File: config.mk
export PLATFORM = sky130hd
export DESIGN_NAME = mixed_radix_up_down_timer_core
export DESIGN_NICKNAME = d
export VERILOG_FILES = /design/src/mrt_pkg.sv /design/src/mixed_radix_up_down_timer_core.sv /design/src/mrt_delta_split.sv /design/src/mrt_time_update.sv
export VERILOG_INCLUDE_DIRS = /design/src /design/src/src
export SDC_FILE = /design/constraint.sdc
export NUM_CORES = 2
export LEC_CHECK = 0
export BUFFER_PORTS_ARGS = -buffer_cell sky130_fd_sc_hd__buf_2
export CAP_MARGIN = 20
export CORE_MARGIN = 2
export CORE_UTILIZATION = 32
export DETAILED_ROUTE_END_ITERATION = 10
export PLACE_DENSITY_LB_ADDON = 0.1
export SETUP_SLACK_MARGIN = 0.5
export SYNTH_ARGS = -nofsm -noshare
export SYNTH_HDL_FRONTEND = slang
export SYNTH_HIERARCHICAL = 1
export SYNTH_SLANG_ARGS = --single-unit
File: constraint.sdc
create_clock -name clock -period 12.9 [get_ports clock]
set_input_delay 2.58 -clock clock [delete_from_list [all_inputs] [get_ports clock]]
set_output_delay 2.58 -clock clock [all_outputs]
set_load 0.05 [all_outputs]
File: src/mixed_radix_up_down_timer_core_defines.svh
// Assertion macros shared by the mixed-radix timer RTL.
// No dependencies; include after the timescale line.
`ifndef MIXED_RADIX_UP_DOWN_TIMER_CORE_DEFINES_SVH
`define MIXED_RADIX_UP_DOWN_TIMER_CORE_DEFINES_SVH

// Same-cycle implication, disabled during reset.
`define MRT_ASSERT_IMPLY(label, clk, rst, ante, cons) \
   label: assert property (@(posedge clk) disable iff (rst) (ante) |-> (cons)) \
      else $error("mrt: same-cycle check failed");

// Next-cycle implication, disabled during reset.
`define MRT_ASSERT_NEXT(label, clk, rst, ante, cons) \
   label: assert property (@(posedge clk) disable iff (rst) (ante) |=> (cons)) \
      else $error("mrt: next-cycle check failed");

`endif

File: src/mrt_pkg.sv
// Package for the mixed-radix timer: radix constants, reciprocal constants,
// action codes and the request/result types. No dependencies.
`timescale 1ns / 1ps
`default_nettype none

package mrt_pkg;

   // Width of the stored day count.
   localparam int DAY_BITS = 16;
   localparam int DAY_W1   = DAY_BITS + 1;

   // Radix constants.
   localparam int MS_PER_SEC  = 1000;
   localparam int SEC_PER_MIN = 60;
   localparam int MIN_PER_HR  = 60;
   localparam int HR_PER_DAY  = 24;

   // Top values for loaded fields.
   localparam int HOUR_TOP   = 23;
   localparam int MINUTE_TOP = 59;
   localparam int SECOND_TOP = 59;
   localparam int MILLI_TOP  = 999;

   // Widths of the quotients of the tick split.
   localparam int QSEC_W = 23;
   localparam int QMIN_W = 17;
   localparam int QHR_W  = 11;
   localparam int QDAY_W = 6;

   // Exact reciprocals: floor(x * RECIP >> SHIFT) == x / divisor over the
   // full range of each quotient.
   localparam int unsigned RECIP_SEC = 32'd274877907;
   localparam int          SHIFT_SEC = 38;
   localparam int unsigned RECIP_MIN = 32'd8947849;
   localparam int          SHIFT_MIN = 29;
   localparam int unsigned RECIP_HR  = 32'd139811;
   localparam int          SHIFT_HR  = 23;
   localparam int unsigned RECIP_DAY = 32'd2731;
   localparam int          SHIFT_DAY = 16;

   typedef enum logic [1:0] {
      ACT_TICK  = 2'd0,
      ACT_LOAD  = 2'd1,
      ACT_CLEAR = 2'd2
   } action_type;

   typedef struct packed {
      action_type  action;
      logic [31:0] delta_ms;
      logic [15:0] load_days;
      logic [4:0]  load_hours;
      logic [5:0]  load_minutes;
      logic [5:0]  load_seconds;
      logic [9:0]  load_millis;
   } req_item_type;

   // Request with its tick already split into mixed-radix digits.
   typedef struct packed {
      action_type         action;
      logic [15:0]        load_days;
      logic [4:0]         load_hours;
      logic [5:0]         load_minutes;
      logic [5:0]         load_seconds;
      logic [9:0]         load_millis;
      logic [QDAY_W-1:0]  d_days;
      logic [4:0]         d_hours;
      logic [5:0]         d_minutes;
      logic [5:0]         d_seconds;
      logic [9:0]         d_millis;
   } split_item_type;

   typedef struct packed {
      logic        expired;
      logic        is_null;
      logic [15:0] days_now;
      logic [4:0]  hours_now;
      logic [5:0]  minutes_now;
      logic [5:0]  seconds_now;
      logic [9:0]  millis_now;
   } rsp_item_type;

endpackage

`default_nettype wire

File: src/mixed_radix_up_down_timer_core.sv
// Top level of the mixed-radix up/down timer core.
// Uses mrt_pkg, mrt_delta_split and mrt_time_update.
`timescale 1ns / 1ps
`default_nettype none

// Keeps a time value as days, hours, minutes, seconds and milliseconds plus
// a null mark. Each request carries an action: a tick adds (count_down = 0)
// or subtracts (count_down = 1) its elapsed milliseconds, a load sets all
// fields with each one saturated to its top value, and a clear makes the
// timer null. Every request gives exactly one result holding the expiry
// flag and the state after the update. Counting up, the day count saturates
// while the lower fields keep their normal wrap; counting down past zero
// sets the null mark and flags expiry; ticks while null change nothing.
// Throughput is one request per clock while rsp_tready is high. Five stages
// split the tick into mixed-radix digits by reciprocal multiplication, and
// one register stage holds the timer state, which is also the result
// register. Only that last stage depends on the previous request, so
// requests issue back to back and the split pipeline keeps accepting while
// a result waits, until its stages are full. Reset takes effect at once;
// there is no clearing pass. Write count_down only while idle.
module mixed_radix_up_down_timer_core
   import mrt_pkg::*;
(
   input  wire logic        clock,
   input  wire logic        reset,
   // Configuration: count_down register.
   input  wire logic        csr_wr_en,
   input  wire logic        csr_wr_data,
   // Request channel.
   input  wire logic        req_tvalid,
   output logic             req_tready,
   // [31:0] delta_ms, [47:32] load_days, [52:48] load_hours,
   // [58:53] load_minutes, [64:59] load_seconds, [74:65] load_millis, rest 0
   input  wire logic [79:0] req_tdata,
   // [1:0] action
   input  wire logic [1:0]  req_tuser,
   // Result channel.
   output logic             rsp_tvalid,
   input  wire logic        rsp_tready,
   // [15:0] days_now, [20:16] hours_now, [26:21] minutes_now,
   // [32:27] seconds_now, [42:33] millis_now, rest 0
   output logic [47:0]      rsp_tdata,
   // [0] expired, [1] is_null
   output logic [1:0]       rsp_tuser
);

   logic           count_down_ff;
   req_item_type   req_item;
   split_item_type split_item;
   logic           split_valid;
   logic           split_ready;
   rsp_item_type   rsp_item;

   // Hold the mode; default after reset is counting down.
   always_ff @(posedge clock) begin
      if (reset) begin
         count_down_ff <= 1'b1;
      end else if (csr_wr_en) begin
         count_down_ff <= csr_wr_data;
      end
   end

   // Unpack the request; action code three falls to the no-change arm.
   always_comb begin
      req_item.action       = action_type'(req_tuser);
      req_item.delta_ms     = req_tdata[31:0];
      req_item.load_days    = req_tdata[47:32];
      req_item.load_hours   = req_tdata[52:48];
      req_item.load_minutes = req_tdata[58:53];
      req_item.load_seconds = req_tdata[64:59];
      req_item.load_millis  = req_tdata[74:65];
   end

   // Split the tick into digits ahead of the state update.
   mrt_delta_split u_split (
      .clock     (clock),
      .reset     (reset),
      .in_valid  (req_tvalid),
      .in_ready  (req_tready),
      .in_item   (req_item),
      .out_valid (split_valid),
      .out_ready (split_ready),
      .out_item  (split_item)
   );

   // Apply the request to the timer state and present the result.
   mrt_time_update u_update (
      .clock      (clock),
      .reset      (reset),
      .count_down (count_down_ff),
      .in_valid   (split_valid),
      .in_ready   (split_ready),
      .in_item    (split_item),
      .rsp_valid  (rsp_tvalid),
      .rsp_ready  (rsp_tready),
      .rsp_item   (rsp_item)
   );

   // Pack the result, padding tdata to whole bytes.
   always_comb begin
      rsp_tdata        = '0;
      rsp_tdata[15:0]  = rsp_item.days_now;
      rsp_tdata[20:16] = rsp_item.hours_now;
      rsp_tdata[26:21] = rsp_item.minutes_now;
      rsp_tdata[32:27] = rsp_item.seconds_now;
      rsp_tdata[42:33] = rsp_item.millis_now;
      rsp_tuser[0]     = rsp_item.expired;
      rsp_tuser[1]     = rsp_item.is_null;
   end

endmodule

`default_nettype wire

File: src/mrt_delta_split.sv
// Five-stage pipeline that splits the tick into days, hours, minutes,
// seconds and milliseconds by reciprocal multiplication. Uses mrt_pkg.
`timescale 1ns / 1ps
`default_nettype none

module mrt_delta_split
   import mrt_pkg::*;
(
   input  wire logic           clock,
   input  wire logic           reset,
   input  wire logic           in_valid,
   output logic                in_ready,
   input  wire req_item_type   in_item,
   output logic                out_valid,
   input  wire logic           out_ready,
   output split_item_type      out_item
);

   logic v1_ff, v2_ff, v3_ff, v4_ff, v5_ff;
   logic rdy1, rdy2, rdy3, rdy4, rdy5;

   req_item_type item1_ff, item2_ff, item3_ff, item4_ff, item5_ff;

   logic [QSEC_W-1:0] qsec2_ff, qsec3_ff;
   logic [QMIN_W-1:0] qmin3_ff, qmin4_ff;
   logic [QHR_W-1:0]  qhr4_ff, qhr5_ff;
   logic [QDAY_W-1:0] qday5_ff;
   logic [9:0]        ms3_ff, ms4_ff, ms5_ff;
   logic [5:0]        sec4_ff, sec5_ff;
   logic [5:0]        min5_ff;

   logic [60:0]       prod1;
   logic [46:0]       prod2;
   logic [40:0]       prod3;
   logic [22:0]       prod4;
   logic [31:0]       ms_full;
   logic [QSEC_W-1:0] sec_full;
   logic [QMIN_W-1:0] min_full;
   logic [QHR_W-1:0]  hr_full;

   logic [QSEC_W-1:0] qsec_in;
   logic [QMIN_W-1:0] qmin_in;
   logic [QHR_W-1:0]  qhr_in;
   logic [QDAY_W-1:0] qday_in;
   logic [9:0]        ms_in;
   logic [5:0]        sec_in;
   logic [5:0]        min_in;
   logic [4:0]        hr_in;

   // A stage moves when it is empty or the one after it moves.
   assign rdy5     = !v5_ff || out_ready;
   assign rdy4     = !v4_ff || rdy5;
   assign rdy3     = !v3_ff || rdy4;
   assign rdy2     = !v2_ff || rdy3;
   assign rdy1     = !v1_ff || rdy2;
   assign in_ready = rdy1;

   // Stage 1: seconds quotient.
   assign prod1   = 61'(item1_ff.delta_ms) * 61'(RECIP_SEC);
   assign qsec_in = prod1[SHIFT_SEC +: QSEC_W];

   // Stage 2: millisecond digit and minutes quotient.
   assign ms_full = item2_ff.delta_ms - 32'(qsec2_ff) * 32'(MS_PER_SEC);
   assign ms_in   = ms_full[9:0];
   assign prod2   = 47'(qsec2_ff) * 47'(RECIP_MIN);
   assign qmin_in = prod2[SHIFT_MIN +: QMIN_W];

   // Stage 3: second digit and hours quotient.
   assign sec_full = qsec3_ff - QSEC_W'(qmin3_ff) * QSEC_W'(SEC_PER_MIN);
   assign sec_in   = sec_full[5:0];
   assign prod3    = 41'(qmin3_ff) * 41'(RECIP_HR);
   assign qhr_in   = prod3[SHIFT_HR +: QHR_W];

   // Stage 4: minute digit and days quotient.
   assign min_full = qmin4_ff - QMIN_W'(qhr4_ff) * QMIN_W'(MIN_PER_HR);
   assign min_in   = min_full[5:0];
   assign prod4    = 23'(qhr4_ff) * 23'(RECIP_DAY);
   assign qday_in  = prod4[SHIFT_DAY +: QDAY_W];

   // Stage 5: hour digit.
   assign hr_full = qhr5_ff - QHR_W'(qday5_ff) * QHR_W'(HR_PER_DAY);
   assign hr_in   = hr_full[4:0];

   always_ff @(posedge clock) begin
      if (reset) begin
         v1_ff <= 1'b0;
         v2_ff <= 1'b0;
         v3_ff <= 1'b0;
         v4_ff <= 1'b0;
         v5_ff <= 1'b0;
      end else begin
         if (rdy1) v1_ff <= in_valid;
         if (rdy2) v2_ff <= v1_ff;
         if (rdy3) v3_ff <= v2_ff;
         if (rdy4) v4_ff <= v3_ff;
         if (rdy5) v5_ff <= v4_ff;
      end
   end

   always_ff @(posedge clock) begin
      if (rdy1) begin
         item1_ff <= in_item;
      end
      if (rdy2) begin
         item2_ff <= item1_ff;
         qsec2_ff <= qsec_in;
      end
      if (rdy3) begin
         item3_ff <= item2_ff;
         qsec3_ff <= qsec2_ff;
         qmin3_ff <= qmin_in;
         ms3_ff   <= ms_in;
      end
      if (rdy4) begin
         item4_ff <= item3_ff;
         qmin4_ff <= qmin3_ff;
         qhr4_ff  <= qhr_in;
         ms4_ff   <= ms3_ff;
         sec4_ff  <= sec_in;
      end
      if (rdy5) begin
         item5_ff <= item4_ff;
         qhr5_ff  <= qhr4_ff;
         qday5_ff <= qday_in;
         ms5_ff   <= ms4_ff;
         sec5_ff  <= sec4_ff;
         min5_ff  <= min_in;
      end
   end

   assign out_valid = v5_ff;

   always_comb begin
      out_item.action       = item5_ff.action;
      out_item.load_days    = item5_ff.load_days;
      out_item.load_hours   = item5_ff.load_hours;
      out_item.load_minutes = item5_ff.load_minutes;
      out_item.load_seconds = item5_ff.load_seconds;
      out_item.load_millis  = item5_ff.load_millis;
      out_item.d_days       = qday5_ff;
      out_item.d_hours      = hr_in;
      out_item.d_minutes    = min5_ff;
      out_item.d_seconds    = sec5_ff;
      out_item.d_millis     = ms5_ff;
   end

endmodule

`default_nettype wire

File: src/mrt_time_update.sv
// Timer state and result register: mixed-radix add or subtract of the split
// tick, loads and clears. Uses mrt_pkg and the assertion macro header.
`timescale 1ns / 1ps
`default_nettype none
`include "mixed_radix_up_down_timer_core_defines.svh"

module mrt_time_update
   import mrt_pkg::*;
(
   input  wire logic             clock,
   input  wire logic             reset,
   input  wire logic             count_down,
   input  wire logic             in_valid,
   output logic                  in_ready,
   input  wire split_item_type   in_item,
   output logic                  rsp_valid,
   input  wire logic             rsp_ready,
   output rsp_item_type          rsp_item
);

   logic [DAY_BITS-1:0] day_ff, day_in;
   logic [4:0]          hour_ff, hour_in;
   logic [5:0]          minute_ff, minute_in;
   logic [5:0]          second_ff, second_in;
   logic [9:0]          milli_ff, milli_in;
   logic                null_ff, null_in;
   logic                expired_ff, expired_in;
   logic                valid_ff, valid_in;
   logic                take;

   // Up path.
   logic [10:0]         up_ms_sum;
   logic [6:0]          up_sec_sum, up_min_sum;
   logic [5:0]          up_hr_sum;
   logic [DAY_W1-1:0]   up_day_sum;
   logic                c0, c1, c2, c3;
   logic [9:0]          up_ms;
   logic [5:0]          up_sec, up_min;
   logic [4:0]          up_hr;
   logic [DAY_BITS-1:0] up_day;

   // Down path.
   logic [6:0]          dn_sec_sub, dn_min_sub;
   logic [5:0]          dn_hr_sub;
   logic [DAY_W1-1:0]   dn_day_sub, dn_day_diff;
   logic                b0, b1, b2, b3, b4;
   logic [10:0]         dn_ms_w;
   logic [6:0]          dn_sec_w, dn_min_w;
   logic [5:0]          dn_hr_w;

   // Load saturation.
   logic [32:0]         load_day_w;
   logic [32:0]         day_max_w;
   logic [32:0]         day_out_w;

   assign in_ready = !valid_ff || rsp_ready;
   assign take     = in_valid && in_ready;

   always_comb begin
      up_ms_sum  = 11'(milli_ff) + 11'(in_item.d_millis);
      c0         = up_ms_sum >= 11'(MS_PER_SEC);
      up_ms      = c0 ? 10'(up_ms_sum - 11'(MS_PER_SEC)) : up_ms_sum[9:0];
      up_sec_sum = 7'(second_ff) + 7'(in_item.d_seconds) + 7'(c0);
      c1         = up_sec_sum >= 7'(SEC_PER_MIN);
      up_sec     = c1 ? 6'(up_sec_sum - 7'(SEC_PER_MIN)) : up_sec_sum[5:0];
      up_min_sum = 7'(minute_ff) + 7'(in_item.d_minutes) + 7'(c1);
      c2         = up_min_sum >= 7'(MIN_PER_HR);
      up_min     = c2 ? 6'(up_min_sum - 7'(MIN_PER_HR)) : up_min_sum[5:0];
      up_hr_sum  = 6'(hour_ff) + 6'(in_item.d_hours) + 6'(c2);
      c3         = up_hr_sum >= 6'(HR_PER_DAY);
      up_hr      = c3 ? 5'(up_hr_sum - 6'(HR_PER_DAY)) : up_hr_sum[4:0];
      up_day_sum = DAY_W1'(day_ff) + DAY_W1'(in_item.d_days) + DAY_W1'(c3);
      // Carry out of the day field: saturate.
      up_day     = up_day_sum[DAY_BITS] ? '1 : up_day_sum[DAY_BITS-1:0];
   end

   always_comb begin
      b0         = milli_ff < in_item.d_millis;
      dn_ms_w    = b0 ? 11'(milli_ff) + 11'(MS_PER_SEC) - 11'(in_item.d_millis)
                      : 11'(milli_ff) - 11'(in_item.d_millis);
      dn_sec_sub = 7'(in_item.d_seconds) + 7'(b0);
      b1         = 7'(second_ff) < dn_sec_sub;
      dn_sec_w   = b1 ? 7'(second_ff) + 7'(SEC_PER_MIN) - dn_sec_sub
                      : 7'(second_ff) - dn_sec_sub;
      dn_min_sub = 7'(in_item.d_minutes) + 7'(b1);
      b2         = 7'(minute_ff) < dn_min_sub;
      dn_min_w   = b2 ? 7'(minute_ff) + 7'(MIN_PER_HR) - dn_min_sub
                      : 7'(minute_ff) - dn_min_sub;
      dn_hr_sub  = 6'(in_item.d_hours) + 6'(b2);
      b3         = 6'(hour_ff) < dn_hr_sub;
      dn_hr_w    = b3 ? 6'(hour_ff) + 6'(HR_PER_DAY) - dn_hr_sub
                      : 6'(hour_ff) - dn_hr_sub;
      dn_day_sub = DAY_W1'(in_item.d_days) + DAY_W1'(b3);
      // Borrow out of the day field: the tick ran past zero.
      b4          = DAY_W1'(day_ff) < dn_day_sub;
      dn_day_diff = DAY_W1'(day_ff) - dn_day_sub;
   end

   assign load_day_w = 33'(in_item.load_days);
   assign day_max_w  = (33'(1) << DAY_BITS) - 33'(1);

   always_comb begin
      day_in     = day_ff;
      hour_in    = hour_ff;
      minute_in  = minute_ff;
      second_in  = second_ff;
      milli_in   = milli_ff;
      null_in    = null_ff;
      expired_in = 1'b0;
      unique case (in_item.action)
         ACT_TICK: begin
            if (!null_ff) begin
               if (!count_down) begin
                  day_in    = up_day;
                  hour_in   = up_hr;
                  minute_in = up_min;
                  second_in = up_sec;
                  milli_in  = up_ms;
               end else if (b4) begin
                  day_in     = '0;
                  hour_in    = '0;
                  minute_in  = '0;
                  second_in  = '0;
                  milli_in   = '0;
                  null_in    = 1'b1;
                  expired_in = 1'b1;
               end else begin
                  day_in    = dn_day_diff[DAY_BITS-1:0];
                  hour_in   = dn_hr_w[4:0];
                  minute_in = dn_min_w[5:0];
                  second_in = dn_sec_w[5:0];
                  milli_in  = dn_ms_w[9:0];
               end
            end
         end
         ACT_LOAD: begin
            day_in    = (load_day_w > day_max_w) ? day_max_w[DAY_BITS-1:0]
                                                 : load_day_w[DAY_BITS-1:0];
            hour_in   = (in_item.load_hours > 5'(HOUR_TOP)) ? 5'(HOUR_TOP)
                                                            : in_item.load_hours;
            minute_in = (in_item.load_minutes > 6'(MINUTE_TOP)) ? 6'(MINUTE_TOP)
                                                                : in_item.load_minutes;
            second_in = (in_item.load_seconds > 6'(SECOND_TOP)) ? 6'(SECOND_TOP)
                                                                : in_item.load_seconds;
            milli_in  = (in_item.load_millis > 10'(MILLI_TOP)) ? 10'(MILLI_TOP)
                                                               : in_item.load_millis;
            null_in   = 1'b0;
         end
         ACT_CLEAR: begin
            day_in    = '0;
            hour_in   = '0;
            minute_in = '0;
            second_in = '0;
            milli_in  = '0;
            null_in   = 1'b1;
         end
         default: begin
         end
      endcase
   end

   always_comb begin
      if (take) valid_in = 1'b1;
      else if (rsp_ready) valid_in = 1'b0;
      else valid_in = valid_ff;
   end

   always_ff @(posedge clock) begin
      if (reset) begin
         valid_ff   <= 1'b0;
         expired_ff <= 1'b0;
         null_ff    <= 1'b1;
         day_ff     <= '0;
         hour_ff    <= '0;
         minute_ff  <= '0;
         second_ff  <= '0;
         milli_ff   <= '0;
      end else begin
         valid_ff <= valid_in;
         if (take) begin
            expired_ff <= expired_in;
            null_ff    <= null_in;
            day_ff     <= day_in;
            hour_ff    <= hour_in;
            minute_ff  <= minute_in;
            second_ff  <= second_in;
            milli_ff   <= milli_in;
         end
      end
   end

   assign day_out_w = 33'(day_ff);
   assign rsp_valid = valid_ff;

   always_comb begin
      rsp_item.expired     = expired_ff;
      rsp_item.is_null     = null_ff;
      rsp_item.days_now    = day_out_w[15:0];
      rsp_item.hours_now   = hour_ff;
      rsp_item.minutes_now = minute_ff;
      rsp_item.seconds_now = second_ff;
      rsp_item.millis_now  = milli_ff;
   end

   `MRT_ASSERT_IMPLY(a_expired_means_null, clock, reset, expired_ff, null_ff)
   `MRT_ASSERT_IMPLY(a_null_fields_zero, clock, reset, null_ff,
      day_ff == '0 && hour_ff == '0 && minute_ff == '0 && second_ff == '0 && milli_ff == '0)
   `MRT_ASSERT_IMPLY(a_fields_in_range, clock, reset, 1'b1,
      hour_ff < 5'(HR_PER_DAY) && minute_ff < 6'(MIN_PER_HR) &&
      second_ff < 6'(SEC_PER_MIN) && milli_ff < 10'(MS_PER_SEC))
   `MRT_ASSERT_NEXT(a_clear_gives_null, clock, reset,
      take && in_item.action == ACT_CLEAR, null_ff && !expired_ff)
   `MRT_ASSERT_NEXT(a_no_expiry_counting_up, clock, reset, take && !count_down,
      !expired_ff)

endmodule

`default_nettype wire

==> qor.txt <==
Placeable Area: 137,000 um2
Inserted Clock Buffers: 54
Layout area overhead: 10.6%
Startpoint Class: register
Initial antenna violation count: 6
Ys async rst share: 0
Vias: 27,386
Clock Path Buffers: 3
RSZ-0062 raised after global routing: no
Post-synth EDFFs: 389
# setup viols final: 0
Hold Crit Class: register to register
Yosys Warn Count: 6
# DRC: 0
Critical path capture point type: register
Slew Viols, Final: 0
IO Pins: 140
Top cell type's share of synthesized area: 0.265
Die width: 375 um
Cell row count: 136
CP Max Fanout: 8
Total routed wirelength: 111,000 um
Critical path arrival: 12.09 ns
Main flop type after synthesis: edfxtp_1
Fillers: 13,758
Slew @ Worst Pin: 1.09 ns
Slew margin rel.: 0.276
Initial core utilization: 0.322
HPWL after DPL: 89,400 um
Largest net degree at the start of global routing: 79
Die ar.: 141,000 um2
Worst-Skew Late Latency: 0.67 ns
Sink Count: 441
Port Buffers: 129
Final clock skew: 0.0658 ns
DR iter-0 viols: 1,198
Fmax: 86.6 MHz
Post-CTS Setup Inserts: 0
WS Path Type: register to register
Post-synthesis cell area: 44,200 um2
Grt total ovfl: 0
Max Cap Violations: 0
CP dominant cell by count: ha_1
Fin nets: 5,498
Post-synthesis cell type count: 96
Syn Inst Count: 3,924
Status: finished clean
CTS H-tree lvls: 2
Antenna diodes: 0
Part of the Yosys area used for sequential elements: 0.288
Worst setup margin: 1.35 ns
DRT Pass-1 Iters: 6
Final period util: 0.895
Place WS: 1.08 ns
Drt via density: 4.63
Most common cell in the netlist: ha_1
Routed WL per cell: 18.7 um
Gr usage total: 0.161
Die height: 375 um
Routed Antenna Nets: 0
Clock slew seen by the registers of the worst setup and hold paths: 0.06 ns
Synth area leaders: edfxtp_1 (26%), ha_1 (25%), fa_1 (21%)
Number of global-route vias before repair: 29,584
CTS tree: built
Worst path required time: 13.44 ns
RePlAce Congestion: 0.822
Leading area contributor after synthesis: edfxtp_1
CP max stage cell: o41ai_2
Setup TNS: 0 ns
Post-synth top cells: ha_1 (870), inv_1 (865), fa_1 (461)
FF+latch count, synth: 441
Post-Syn Area per Cell: 11.3 um2
Hold Fails Final Rpt: 0
Critical Path Max Stage Delay: 0.63 ns
Core Util, Final: 0.356
Post-route minimum period: 11.55 ns
Share of layout cells above drive strength 1: 0.0689
CTS root buffer: clkbuf_16
First-pass GRT wire length: 174,000 um
[flip-flops by register name, indices dropped and copies added (netlist names), 10 cells and up]
| signal | flops |
|---|---|
| u_split/item1_ff | 77 |
| u_split/item2_ff | 55 |
| u_split/item3_ff | 45 |
| u_split/item4_ff | 45 |
| u_split/ms3_ff | 10 |
| u_split/ms4_ff | 10 |
| u_split/ms5_ff | 10 |
| u_split/out_item | 45 |
| u_split/qhr4_ff | 11 |
| u_split/qmin3_ff | 17 |
| u_split/qsec2_ff | 23 |
| u_update/day_ff | 16 |
| u_update/milli_ff | 10 |
[worst max-delay path: cells and delay by family (launching register included)]
kind / cells / cell delay, ns
compound gates: 16 / 4.28
fa+ha+maj: 14 / 4.17
xor+xnor: 5 / 1.14
simple gates: 4 / 0.86
buf+inv: 4 / 0.49
flops: 1 / 0.45
[cell type report]
cell class,count,area [um2],share of cell area
multi-input cells,2565,28000,0.573
repair buffers,151,831,0.0170
flip-flops and latches,441,12700,0.260
well taps,1794,2240,0.0460
clock inverters,27,327,0.00669
clock buffers,74,1500,0.0306
inverters,866,3250,0.0666
[what timing repair did]
item,4_1_cts,5_1_grt
hold endpoints to repair,0,0
setup endpoints to repair,0,29
hold buffers,0,0
resized for setup,0,3
[through the flow]
stage | instances | area [um2] | hold slack, ns
after floorplan | 3928 | 44200 | 0.400
after global placement | 5816 | 47000 | 0.402
after detailed placement | 5816 | 47000 | 0.405
after CTS | 5917 | 48800 | 0.342
after global routing | 5918 | 48800 | 0.358
final | 5918 | 48800 | 0.357
[per-layer routing]
layer / up-vias / track usage / share of wire
met4: 2 / 0.0380 / 0.023
met1: 13333 / 0.217 / 0.47
met2: 367 / 0.276 / 0.48
met3: 107 / 0.0197 / 0.029
li1: 13577 / - / -
met5: - / 0 / 0.00012
[placed cells by master (no fill, tap or decap), types with 25 or more instances in the layout]
cell type and n:
a211oi_1 27, a21o_1 63, a21oi_1 145, a31oi_1 28
buf_2 129, clkbuf_16 54, dfxtp_1 52, edfxtp_1 389
fa_1 461, ha_1 870, inv_1 863, nand2_1 105
nand3_1 50, nor2_1 144, nor2b_1 25, nor3_1 34
o21a_1 31, o21ai_0 103, xnor2_1 110, xor2_1 47
[logic make-up after synthesis]
kind of cell | share of synthesized area
AOI/OAI and AO/OA | 0.0861
adders and majority gates | 0.455
and+or+nand+nor | 0.0558
muxes | 0.00295
xor gates and xnor gates | 0.0318
other | 0.0000849
DFF | 0.288
buffers and inverters | 0.0798
[worst paths after layout]
kind                             start  slack [ns]  depth (start not counted)                   to
setup / recovery  u_update/milli_ff[3]        1.35                         43  u_update/day_ff[11]
hold reg to reg    u_split/item1_ff[5]        0.36                          0  u_split/item2_ff[5]
setup reg to reg  u_update/milli_ff[3]        1.35                         43  u_update/day_ff[11]
hold / removal     u_split/item1_ff[5]        0.36                          0  u_split/item2_ff[5]
Power is left out: the tool's default activity adds up to more than one toggle a clock period on the data nets, which glitch-free logic cannot reach.
